[src/hdl/spsc_pkg.sv]
// ----------------------------------------------------------------------------
// spsc_pkg
// Sizes, codes, bit-length tables and controller types of the sample counter.
// ----------------------------------------------------------------------------
package spsc_pkg;

  localparam int MAX_BYTES = 256;
  localparam int ADDR_W    = $clog2(MAX_BYTES);
  localparam int BCNT_W    = $clog2(MAX_BYTES + 1);
  // cursor may run past the payload by up to one frame
  localparam int CUR_W     = $clog2(MAX_BYTES * 8) + 2;
  localparam int IDX_W     = CUR_W - 3;
  localparam int FRM_W     = $clog2(MAX_BYTES * 8 / 5 + 1);
  localparam int COUNT_W   = 18;
  localparam int CNT_FULL_W = (FRM_W + 11 > COUNT_W) ? FRM_W + 11 : COUNT_W + 1;

  localparam logic [COUNT_W-1:0] COUNT_MAX = '1;

  localparam logic [4:0] CODE_TERM   = 5'd15;
  localparam logic [4:0] CODE_INBAND = 5'd14;
  localparam logic [4:0] CODE_USER   = 5'd13;
  localparam logic [4:0] CODE_NB_MAX = 5'd8;
  localparam logic [1:0] LAYERS_MAX  = 2'd2;

  typedef enum logic [1:0] {
    STOP_EXHAUSTED = 2'd0,
    STOP_TERM      = 2'd1,
    STOP_LAYERS    = 2'd2,
    STOP_UNKNOWN   = 2'd3
  } stop_t;

  typedef enum logic [2:0] {
    S_LOAD,
    S_FETCH,
    S_DEC_CODE,
    S_FETCH_EXT,
    S_DEC_EXT,
    S_FINISH
  } state_t;

  typedef enum logic [2:0] {
    K_LAYER,
    K_LAYERS_FULL,
    K_FRAME,
    K_EXT,
    K_TERM,
    K_UNKNOWN
  } kind_t;

  typedef struct packed {
    logic  load;
    logic  clr;
    logic  fetch;
    logic  step_code;
    logic  step_ext;
    logic  set_reason;
    stop_t reason;
    logic  finish;
  } cmd_t;

  typedef struct packed {
    logic  room;
    kind_t kind;
    logic  out_busy;
  } sts_t;

  function automatic logic [8:0] wb_bits(input logic [2:0] mode);
    logic [8:0] r;
    case (mode)
      3'd0:    r = 9'd4;
      3'd1:    r = 9'd36;
      3'd2:    r = 9'd112;
      3'd3:    r = 9'd192;
      3'd4:    r = 9'd352;
      default: r = 9'd0;
    endcase
    return r;
  endfunction

  function automatic logic [8:0] nb_bits(input logic [3:0] mode);
    logic [8:0] r;
    case (mode)
      4'd0:    r = 9'd5;
      4'd1:    r = 9'd43;
      4'd2:    r = 9'd119;
      4'd3:    r = 9'd160;
      4'd4:    r = 9'd220;
      4'd5:    r = 9'd300;
      4'd6:    r = 9'd364;
      4'd7:    r = 9'd492;
      4'd8:    r = 9'd79;
      default: r = 9'd0;
    endcase
    return r;
  endfunction

  function automatic logic [6:0] inband_bits(input logic [3:0] id);
    logic [6:0] r;
    case (id)
      4'd0, 4'd1:   r = 7'd1;
      4'd8, 4'd9:   r = 7'd8;
      4'd10, 4'd11: r = 7'd16;
      4'd12, 4'd13: r = 7'd32;
      4'd14, 4'd15: r = 7'd64;
      default:      r = 7'd4;
    endcase
    return r;
  endfunction

endpackage

[src/hdl/spsc_ifs.sv]
// ----------------------------------------------------------------------------
// spsc interfaces
// Valid/ready channels for payload bytes and for count results.
// ----------------------------------------------------------------------------
interface spsc_byte_if;
  logic       valid;
  logic       ready;
  logic [7:0] payload_byte;
  logic       is_last;

  modport source (output valid, output payload_byte, output is_last, input ready);
  modport sink   (input valid, input payload_byte, input is_last, output ready);
endinterface

interface spsc_result_if import spsc_pkg::*; ();
  logic               valid;
  logic               ready;
  logic [COUNT_W-1:0] sample_count;
  logic [1:0]         stop_reason;
  logic               truncated;

  modport source (output valid, output sample_count, output stop_reason,
                  output truncated, input ready);
  modport sink   (input valid, input sample_count, input stop_reason,
                  input truncated, output ready);
endinterface

[src/hdl/speex_payload_sample_counter_unit.sv]
// ----------------------------------------------------------------------------
// speex_payload_sample_counter_unit
// Counts decoded samples in a Speex payload loaded one byte per word.
//
//   channel    dir  word                                     handshake
//   payload    in   payload_byte, is_last                    valid/ready
//   result     out  sample_count, stop_reason, truncated     valid/ready
//   cfg        in   rate_shift (cfg_wdata)                   cfg_we, no ready
//
// Bytes load one per cycle; input is held off from the last byte until the
// result is loaded. The walk fetches and decodes each wideband layer, frame
// and signalling block (code, then nibble), ends on no room, a stop or
// unknown code or a third layer, and loads the result once the previous one
// is taken. Bytes of the next payload are taken while a result waits.
// Synchronous reset clears control state; the payload memory is not cleared.
// ----------------------------------------------------------------------------
module speex_payload_sample_counter_unit import spsc_pkg::*; (
  input  logic                 clk,
  input  logic                 rst,
  input  logic                 cfg_we,
  input  logic [1:0]           cfg_wdata,
  spsc_byte_if.sink            payload,
  spsc_result_if.source        result
);

  cmd_t cmd;
  sts_t sts;

  spsc_ctrl u_ctrl (
    .clk      (clk),
    .rst      (rst),
    .in_valid (payload.valid),
    .in_last  (payload.is_last),
    .in_ready (payload.ready),
    .sts      (sts),
    .cmd      (cmd)
  );

  spsc_dp u_dp (
    .clk          (clk),
    .rst          (rst),
    .cmd          (cmd),
    .sts          (sts),
    .in_byte      (payload.payload_byte),
    .cfg_we       (cfg_we),
    .cfg_wdata    (cfg_wdata),
    .out_ready    (result.ready),
    .out_valid    (result.valid),
    .sample_count (result.sample_count),
    .stop_reason  (result.stop_reason),
    .truncated    (result.truncated)
  );

endmodule

[src/hdl/spsc_dp.sv]
// ----------------------------------------------------------------------------
// spsc_dp
// Payload memory, bit cursor, frame counter and the result register.
// ----------------------------------------------------------------------------
module spsc_dp import spsc_pkg::*; (
  input  logic               clk,
  input  logic               rst,
  input  cmd_t               cmd,
  output sts_t               sts,
  input  logic [7:0]         in_byte,
  input  logic               cfg_we,
  input  logic [1:0]         cfg_wdata,
  input  logic               out_ready,
  output logic               out_valid,
  output logic [COUNT_W-1:0] sample_count,
  output logic [1:0]         stop_reason,
  output logic               truncated
);

  logic [7:0]            mem [MAX_BYTES];
  logic [BCNT_W-1:0]     byte_count;
  logic                  overflow;
  logic [CUR_W-1:0]      cursor;
  logic [FRM_W-1:0]      frames;
  logic [1:0]            layers;
  logic                  ext_user;
  stop_t                 reason;
  logic [1:0]            rate_shift;
  logic [7:0]            rd0, rd1;
  logic                  rd0_ok, rd1_ok;

  logic [IDX_W-1:0]      idx0, idx1;
  logic [CUR_W:0]        total, code_end;
  logic [15:0]           window, shifted;
  logic [4:0]            peek;
  logic [3:0]            nib;
  kind_t                 kind;
  logic                  has_room;
  logic [CNT_FULL_W-1:0] base, scaled;
  logic [COUNT_W-1:0]    count_sat;

  assign has_room = byte_count < BCNT_W'(MAX_BYTES);
  assign idx0     = cursor[CUR_W-1:3];
  assign idx1     = idx0 + IDX_W'(1);
  assign total    = (CUR_W+1)'({byte_count, 3'b000});
  assign code_end = {1'b0, cursor} + (CUR_W+1)'(5);

  // two-byte window at the cursor, bytes past the payload read as zero
  assign window  = {rd0_ok ? rd0 : 8'h00, rd1_ok ? rd1 : 8'h00};
  assign shifted = window << cursor[2:0];
  assign peek    = shifted[15:11];
  assign nib     = peek[4:1];

  always_comb begin
    if (peek[4]) begin
      kind = (layers == LAYERS_MAX) ? K_LAYERS_FULL : K_LAYER;
    end else begin
      case (peek)
        CODE_TERM:              kind = K_TERM;
        CODE_INBAND, CODE_USER: kind = K_EXT;
        default:                kind = (peek > CODE_NB_MAX) ? K_UNKNOWN : K_FRAME;
      endcase
    end
  end

  // frames * 160 as two shifts, then the rate shift and saturation
  assign base      = (CNT_FULL_W'(frames) << 7) + (CNT_FULL_W'(frames) << 5);
  assign scaled    = base << rate_shift;
  assign count_sat = (scaled > CNT_FULL_W'(COUNT_MAX)) ? COUNT_MAX
                                                       : scaled[COUNT_W-1:0];

  assign sts.room     = code_end <= total;
  assign sts.kind     = kind;
  assign sts.out_busy = out_valid && !out_ready;

  always_ff @(posedge clk) begin
    if (cmd.load && has_room) begin
      mem[byte_count[ADDR_W-1:0]] <= in_byte;
    end
    if (cmd.fetch) begin
      rd0    <= mem[idx0[ADDR_W-1:0]];
      rd1    <= mem[idx1[ADDR_W-1:0]];
      rd0_ok <= idx0 < IDX_W'(byte_count);
      rd1_ok <= idx1 < IDX_W'(byte_count);
    end
    if (cmd.set_reason) begin
      reason <= cmd.reason;
    end
    if (cmd.step_code && kind == K_EXT) begin
      ext_user <= (peek == CODE_USER);
    end
    if (cmd.finish) begin
      sample_count <= count_sat;
      stop_reason  <= reason;
      truncated    <= overflow;
    end
  end

  always_ff @(posedge clk) begin
    if (rst) begin
      byte_count <= '0;
      overflow   <= 1'b0;
      cursor     <= '0;
      frames     <= '0;
      layers     <= '0;
      rate_shift <= '0;
      out_valid  <= 1'b0;
    end else begin
      if (cfg_we) begin
        rate_shift <= cfg_wdata;
      end

      if (cmd.finish) begin
        byte_count <= '0;
        overflow   <= 1'b0;
      end else if (cmd.load) begin
        if (has_room) begin
          byte_count <= byte_count + BCNT_W'(1);
        end else begin
          overflow <= 1'b1;
        end
      end

      if (cmd.clr) begin
        cursor <= '0;
        frames <= '0;
        layers <= '0;
      end else if (cmd.step_code) begin
        case (kind)
          K_LAYER: begin
            cursor <= cursor + CUR_W'(wb_bits(peek[3:1]));
            layers <= layers + 2'd1;
          end
          K_FRAME: begin
            cursor <= cursor + CUR_W'(nb_bits(peek[3:0]));
            frames <= frames + FRM_W'(1);
            layers <= '0;
          end
          K_EXT: begin
            cursor <= cursor + CUR_W'(5);
          end
          default: begin
            cursor <= cursor;
          end
        endcase
      end else if (cmd.step_ext) begin
        // user data: the nibble and 5 further bits skipped, then nib bytes
        if (ext_user) begin
          cursor <= cursor + CUR_W'(9) + CUR_W'({nib, 3'b000});
        end else begin
          cursor <= cursor + CUR_W'(4) + CUR_W'(inband_bits(nib));
        end
        layers <= '0;
      end

      if (cmd.finish) begin
        out_valid <= 1'b1;
      end else if (out_ready) begin
        out_valid <= 1'b0;
      end
    end
  end

endmodule

[src/hdl/spsc_ctrl.sv]
// ----------------------------------------------------------------------------
// spsc_ctrl
// Sequencer: byte loading, the bitstream walk and result hand-off.
// ----------------------------------------------------------------------------
module spsc_ctrl import spsc_pkg::*; (
  input  logic clk,
  input  logic rst,
  input  logic in_valid,
  input  logic in_last,
  output logic in_ready,
  input  sts_t sts,
  output cmd_t cmd
);

  state_t state, state_next;

  always_ff @(posedge clk) begin
    if (rst) begin
      state <= S_LOAD;
    end else begin
      state <= state_next;
    end
  end

  always_comb begin
    state_next = state;
    cmd        = '0;
    in_ready   = 1'b0;
    case (state)
      S_LOAD: begin
        in_ready = 1'b1;
        if (in_valid) begin
          cmd.load = 1'b1;
          if (in_last) begin
            cmd.clr    = 1'b1;
            state_next = S_FETCH;
          end
        end
      end
      S_FETCH: begin
        if (!sts.room) begin
          cmd.set_reason = 1'b1;
          cmd.reason     = STOP_EXHAUSTED;
          state_next     = S_FINISH;
        end else begin
          cmd.fetch  = 1'b1;
          state_next = S_DEC_CODE;
        end
      end
      S_DEC_CODE: begin
        case (sts.kind)
          K_LAYER, K_FRAME: begin
            cmd.step_code = 1'b1;
            state_next    = S_FETCH;
          end
          K_EXT: begin
            cmd.step_code = 1'b1;
            state_next    = S_FETCH_EXT;
          end
          K_LAYERS_FULL: begin
            cmd.set_reason = 1'b1;
            cmd.reason     = STOP_LAYERS;
            state_next     = S_FINISH;
          end
          K_TERM: begin
            cmd.set_reason = 1'b1;
            cmd.reason     = STOP_TERM;
            state_next     = S_FINISH;
          end
          K_UNKNOWN: begin
            cmd.set_reason = 1'b1;
            cmd.reason     = STOP_UNKNOWN;
            state_next     = S_FINISH;
          end
          default: begin
            cmd.set_reason = 1'b1;
            cmd.reason     = STOP_UNKNOWN;
            state_next     = S_FINISH;
          end
        endcase
      end
      // signalling length nibble, read without a room check
      S_FETCH_EXT: begin
        cmd.fetch  = 1'b1;
        state_next = S_DEC_EXT;
      end
      S_DEC_EXT: begin
        cmd.step_ext = 1'b1;
        state_next   = S_FETCH;
      end
      S_FINISH: begin
        if (!sts.out_busy) begin
          cmd.finish = 1'b1;
          state_next = S_LOAD;
        end
      end
      default: begin
        state_next = S_LOAD;
      end
    endcase
  end

endmodule

[src/flat_wrapper.sv]
// flat-port wrapper written by rule: the top's interface ports become plain ports
module speex_payload_sample_counter_unit_flat import spsc_pkg::*;
  (clk, rst, cfg_we, cfg_wdata, payload_valid, payload_payload_byte, payload_is_last, payload_ready, result_valid, result_sample_count, result_stop_reason, result_truncated, result_ready);
  spsc_byte_if payload_i ();
  spsc_result_if result_i ();
  input  logic clk;
  input  logic rst;
  input  logic cfg_we;
  input  logic [1:0] cfg_wdata;
  input wire logic [$bits(payload_i.valid)-1:0] payload_valid;
  input wire logic [$bits(payload_i.payload_byte)-1:0] payload_payload_byte;
  input wire logic [$bits(payload_i.is_last)-1:0] payload_is_last;
  output wire logic [$bits(payload_i.ready)-1:0] payload_ready;
  output wire logic [$bits(result_i.valid)-1:0] result_valid;
  output wire logic [$bits(result_i.sample_count)-1:0] result_sample_count;
  output wire logic [$bits(result_i.stop_reason)-1:0] result_stop_reason;
  output wire logic [$bits(result_i.truncated)-1:0] result_truncated;
  input wire logic [$bits(result_i.ready)-1:0] result_ready;
  assign payload_i.valid = payload_valid;
  assign payload_i.payload_byte = payload_payload_byte;
  assign payload_i.is_last = payload_is_last;
  assign payload_ready = payload_i.ready;
  assign result_valid = result_i.valid;
  assign result_sample_count = result_i.sample_count;
  assign result_stop_reason = result_i.stop_reason;
  assign result_truncated = result_i.truncated;
  assign result_i.ready = result_ready;
  speex_payload_sample_counter_unit u_core (.clk(clk), .rst(rst), .cfg_we(cfg_we), .cfg_wdata(cfg_wdata), .payload(payload_i), .result(result_i));
endmodule
[config.mk]
export PLATFORM = sky130hd
export DESIGN_NAME = speex_payload_sample_counter_unit_flat
export DESIGN_NICKNAME = d
export VERILOG_FILES = /design/src/hdl/spsc_pkg.sv /design/src/hdl/spsc_ifs.sv /design/src/hdl/speex_payload_sample_counter_unit.sv /design/src/hdl/spsc_dp.sv /design/src/hdl/spsc_ctrl.sv /design/src/flat_wrapper.sv
export SDC_FILE = /design/constraint.sdc
export NUM_CORES = 2
export LEC_CHECK = 0
export BUFFER_PORTS_ARGS = -buffer_cell sky130_fd_sc_hd__buf_2
export CAP_MARGIN = 20
export CORE_ASPECT_RATIO = 1.2
export CORE_MARGIN = 5
export CORE_UTILIZATION = 45
export DETAILED_ROUTE_END_ITERATION = 10
export RECOVER_POWER = 50
export SYNTH_ARGS = -nofsm -noshare
export SYNTH_HDL_FRONTEND = slang
export SYNTH_HIERARCHICAL = 1
export SYNTH_SLANG_ARGS = --single-unit
[constraint.sdc]
create_clock -name clk -period 5 [get_ports clk]
set_input_delay 0.25 -clock clk [delete_from_list [all_inputs] [get_ports clk]]
set_output_delay 0.25 -clock clk [all_outputs]
set_load 0.03 [all_outputs]
==> results.json <==
{
  "r2r-start": "u_core/u_dp/rd0_ok",
  "wl_per_cell_um": 31.7,
  "cts_buffer_depth": 3,
  "drive_above_1_share_pct": 32.7,
  "synthCells": 4481,
  "min-delay-path-class": "in2reg",
  "grt_pass1_vias": 48600,
  "final.period_utilization_pct": 91.8,
  "synth-edff-count": 2082,
  "synthFlopType": "edfxtp_1",
  "cts_sinks": 2122,
  "io_buffers": 38,
  "path_max_fanout": 8,
  "critical_path_class": "reg2reg",
  "dpl.hpwl_um": 158000,
  "die_h_um": 508,
  "fp.dieW_um": 425,
  "yosys_warnings": 6,
  "cts-root-buf": "clkbuf_16",
  "synth_area_per_cell_um2": 20.8,
  "relSlewSlack_pct": -237,
  "power.density_nw_per_um2": 463,
  "critPathMaxStageDelay_ns": 0.42,
  "cp_num_buf_inv": 3,
  "critPathArrivalTime_ns": 5.29,
  "drt-initial-drc-count": 5281,
  "yosysTopAreaCellShare_pct": 67.2,
  "first_pass_iters": 6,
  "status": "complete, but fails checks",
  "violations": "capacitance limit, slew limit",
  "grt_max_degree": 150,
  "vias": 47900,
  "finish.instance_area_um2": 105000,
  "synthArstFlopShare_pct": 0,
  "cts_tree": "yes",
  "hold_violations": 0,
  "worstHoldEndpoint": "u_core/u_ctrl/state[2]",
  "clock.fmax_mhz": 218,
  "cp-start-kind": "flip-flop",
  "grt_util_all_layers_pct": 22.5,
  "ys_top_cells_by_count": "2082 x edfxtp_1, 960 x mux4_2, 361 x nor2_1, 131 x clkbuf_1, 104 x buf_2",
  "skew_ns": 0.0400,
  "drc": 0,
  "antenna_found_initial": 9,
  "min_from": "rst",
  "crit_path_top_delay_cell": "edfxtp_1",
  "ys_types": 70,
  "clock_latency_ns": 0.86,
  "yosys.cell_count.top_type": "edfxtp_1",
  "crit_chain": "nand2b_1, o211ai_1, o21a_1, inv_1, buf_4, ha_1, o21ai_0, and2_1, a31o_2, a21oi_1, nor2_1, ha_1, inv_1, fa_1, nand2b_1, a21oi_1, o21ai_1, a211oi_2, o22ai_1, nor3b_1, xnor2_1, nor2_1",
  "setup_tns_ns": 0,
  "maxSlewViolCount": 1331,
  "yosysSeqAreaShare_pct": 68.0,
  "wl_um": 243000,
  "cap_violations": 12,
  "ir_drop_mv": 0.289,
  "worst_slew_pin_slew_ns": 5.05,
  "grt_pass1_wl_um": 352000,
  "p_leak_nw": 31.6,
  "ys_top_cells_by_area": "edfxtp_1 67%, mux4_2 23%, nor2_1 1.5%",
  "finalSetupViolCount": 0,
  "start_util_pct": 45.3,
  "rows": 182,
  "viasPerCell": 6.25,
  "grt_overflow_total": 0,
  "hold_depth": 3,
  "ant_nets": 0,
  "r2r_slack_ns": 0.41,
  "yosys_register_bits": 2122,
  "syn-num-nets": 4577,
  "path_delay_family": "compound AO/OA/AOI/OAI gates",
  "reg2regPathDepth": 22,
  "clk_pin_slew_ns": 0.06,
  "period_minus_slack_ns": 4.59,
  "rsz0062_at_grt": "false",
  "cts_buffers": 208,
  "syn_area_um2": 93100,
  "cts.htree.levels": 4,
  "placedInstanceArea_um2": 98000,
  "die_area_um2": 216000,
  "crit_required_ns": 5.70,
  "fin_nets": 4833,
  "yosysTopAreaCell": "edfxtp_1",
  "gp_congestion": 0.895,
  "r2r-end": "u_core/u_dp/cursor[10]",
  "area_delta_synth_final_pct": 12.5,
  "end_kind": "flip-flop",
  "coreArea_um2": 205000,
  "ios": 39
}
-- layout make-up --
| cell class | instances | area (um^2) |
|---|---|---|
| Fill cell | 16300 | 101000 |
| Sequential cell | 2122 | 63300 |
| Multi-Input combinational cell | 2008 | 28200 |
| Clock buffer | 256 | 5440 |
| Tap cell | 2760 | 3450 |
| Timing Repair Buffer | 357 | 2890 |
| Clock inverter | 124 | 1180 |
| Inverter | 40 | 150 |
| Antenna cell | 3 | 7.51 |
-- how the worst max path moves through the flow --
stage | start | to | slack [ns] | cells after the start
finish | u_core/u_dp/rd0_ok | u_core/u_dp/cursor[10] | 0.41 | 22
global route | u_core/u_dp/rd0_ok | u_core/u_dp/cursor[12] | 0.03 | 22
CTS | u_core/u_dp/cursor[0] | u_core/u_dp/cursor[10] | 0.12 | 23
detailed placement | u_core/u_dp/cursor[0] | u_core/u_dp/cursor[10] | 0.19 | 23
global placement | u_core/u_dp/cursor[0] | u_core/u_dp/cursor[10] | 0.19 | 23
floorplan | u_core/u_dp/cursor[0] | u_core/u_dp/cursor[10] | 0.65 | 23
-- metrics by stage --
step | cells | utilization, % | hold WS, ns | total power (W) | setup WS (ns)
floorplan | 4481 | - | 0.319 | 0.0292 | 0.646
global placement | 7274 | 47.7 | 0.433 | 0.0335 | 0.192
detailed placement | 7274 | 47.7 | 0.428 | 0.0335 | 0.188
CTS | 7667 | 51.0 | 0.0605 | 0.0489 | 0.122
global route | 7668 | 50.9 | 0.267 | 0.0502 | 0.0265
finish | 7670 | 51.0 | 0.288 | 0.0485 | 0.410
-- cells by family (layout without fill, tap and decap cells) --
family / after synthesis / in the layout / share of synthesized area, %
xor+xnor: 51 / 51 / 0.480
flops: 2122 / 2122 / 68.0
compound gates: 288 / 288 / 2.25
buf+inv: 351 / 777 / 1.83
fa+ha+maj: 80 / 80 / 1.09
mux: 984 / 984 / 23.5
simple gates: 605 / 605 / 2.82
other cells: 0 / 3 / 0
-- cells in the final DEF, fill, tap and decap left out, types with 8 or more instances in the layout --
master,n
xor2_1,21
inv_1,39
nor2_1,359
a22o_1,25
dfxtp_1,34
mux2i_1,20
nand2_1,88
a211oi_1,10
nand2b_1,12
clkinv_1,48
a22oi_1,63
a21o_1,8
buf_4,265
clkbuf_1,74
o221ai_1,13
and3_1,13
buf_2,8
nand4_1,15
nor2b_1,16
a21oi_1,45
o21a_1,9
xnor2_1,27
a221oi_1,24
edfxtp_1,2082
o21ai_0,31
nand3_1,28
nand3_2,10
ha_1,77
clkinv_2,35
bufinv_16,17
a31oi_1,9
clkbuf_16,209
nor3_1,20
buf_12,26
clkbuf_2,11
mux4_2,960
dlygate4sd3_1,13
-- power breakdown --
group / internal, W / switching, W / total [W]
registers: 0.0197 / 0.000179 / 0.0199
logic: 0.00609 / 0.00715 / 0.0132
clock network: 0.00862 / 0.00671 / 0.0153
total: 0.0345 / 0.0140 / 0.0485
-- flip-flops by register name, indices dropped and copies added, names as in the netlist, 2 cells and up --
name / flops
u_core/u_dp/mem: 2048
u_core/u_ctrl/state: 3
u_core/u_dp/sample_count: 14
u_core/u_dp/rate_shift: 2
u_core/u_dp/layers: 2
u_core/u_dp/byte_count: 9
u_core/u_dp/rd1: 4
u_core/u_dp/frames: 9
u_core/u_dp/stop_reason: 2
u_core/u_dp/rd0: 8
u_core/u_dp/cursor: 13
u_core/u_dp/reason: 2
-- per-layer routing --
layer / GRT usage [%] / vias up / part of all wire [%]
li1: - / 19700 / -
met4: 8.19 / 0 / 4.0
met5: 0 / - / 0
met2: 36.1 / 1897 / 49
met3: 4.34 / 405 / 7.6
met1: 31.1 / 26000 / 40
-- timing repair --
item	4_1_cts	5_1_grt
gates resized for setup	0	5
endpoints found under the setup margin	0	2
endpoints found under the hold margin	75	0
hold buffers	13	0
setup buffers	0	0
-- worst register-to-register path: stages (launching register included) --
cell,delay (ns)
edfxtp_1,0.42
nand2b_1,0.20
o211ai_1,0.31
o21a_1,0.20
inv_1,0.08
buf_4,0.16
ha_1,0.25
o21ai_0,0.18
and2_1,0.24
a31o_2,0.21
a21oi_1,0.05
nor2_1,0.12
ha_1,0.20
inv_1,0.06
fa_1,0.39
nand2b_1,0.19
a21oi_1,0.22
o21ai_1,0.15
a211oi_2,0.22
o22ai_1,0.14
nor3b_1,0.28
xnor2_1,0.15
nor2_1,0.05
Note: power is estimated with default switching activity, not from simulation.
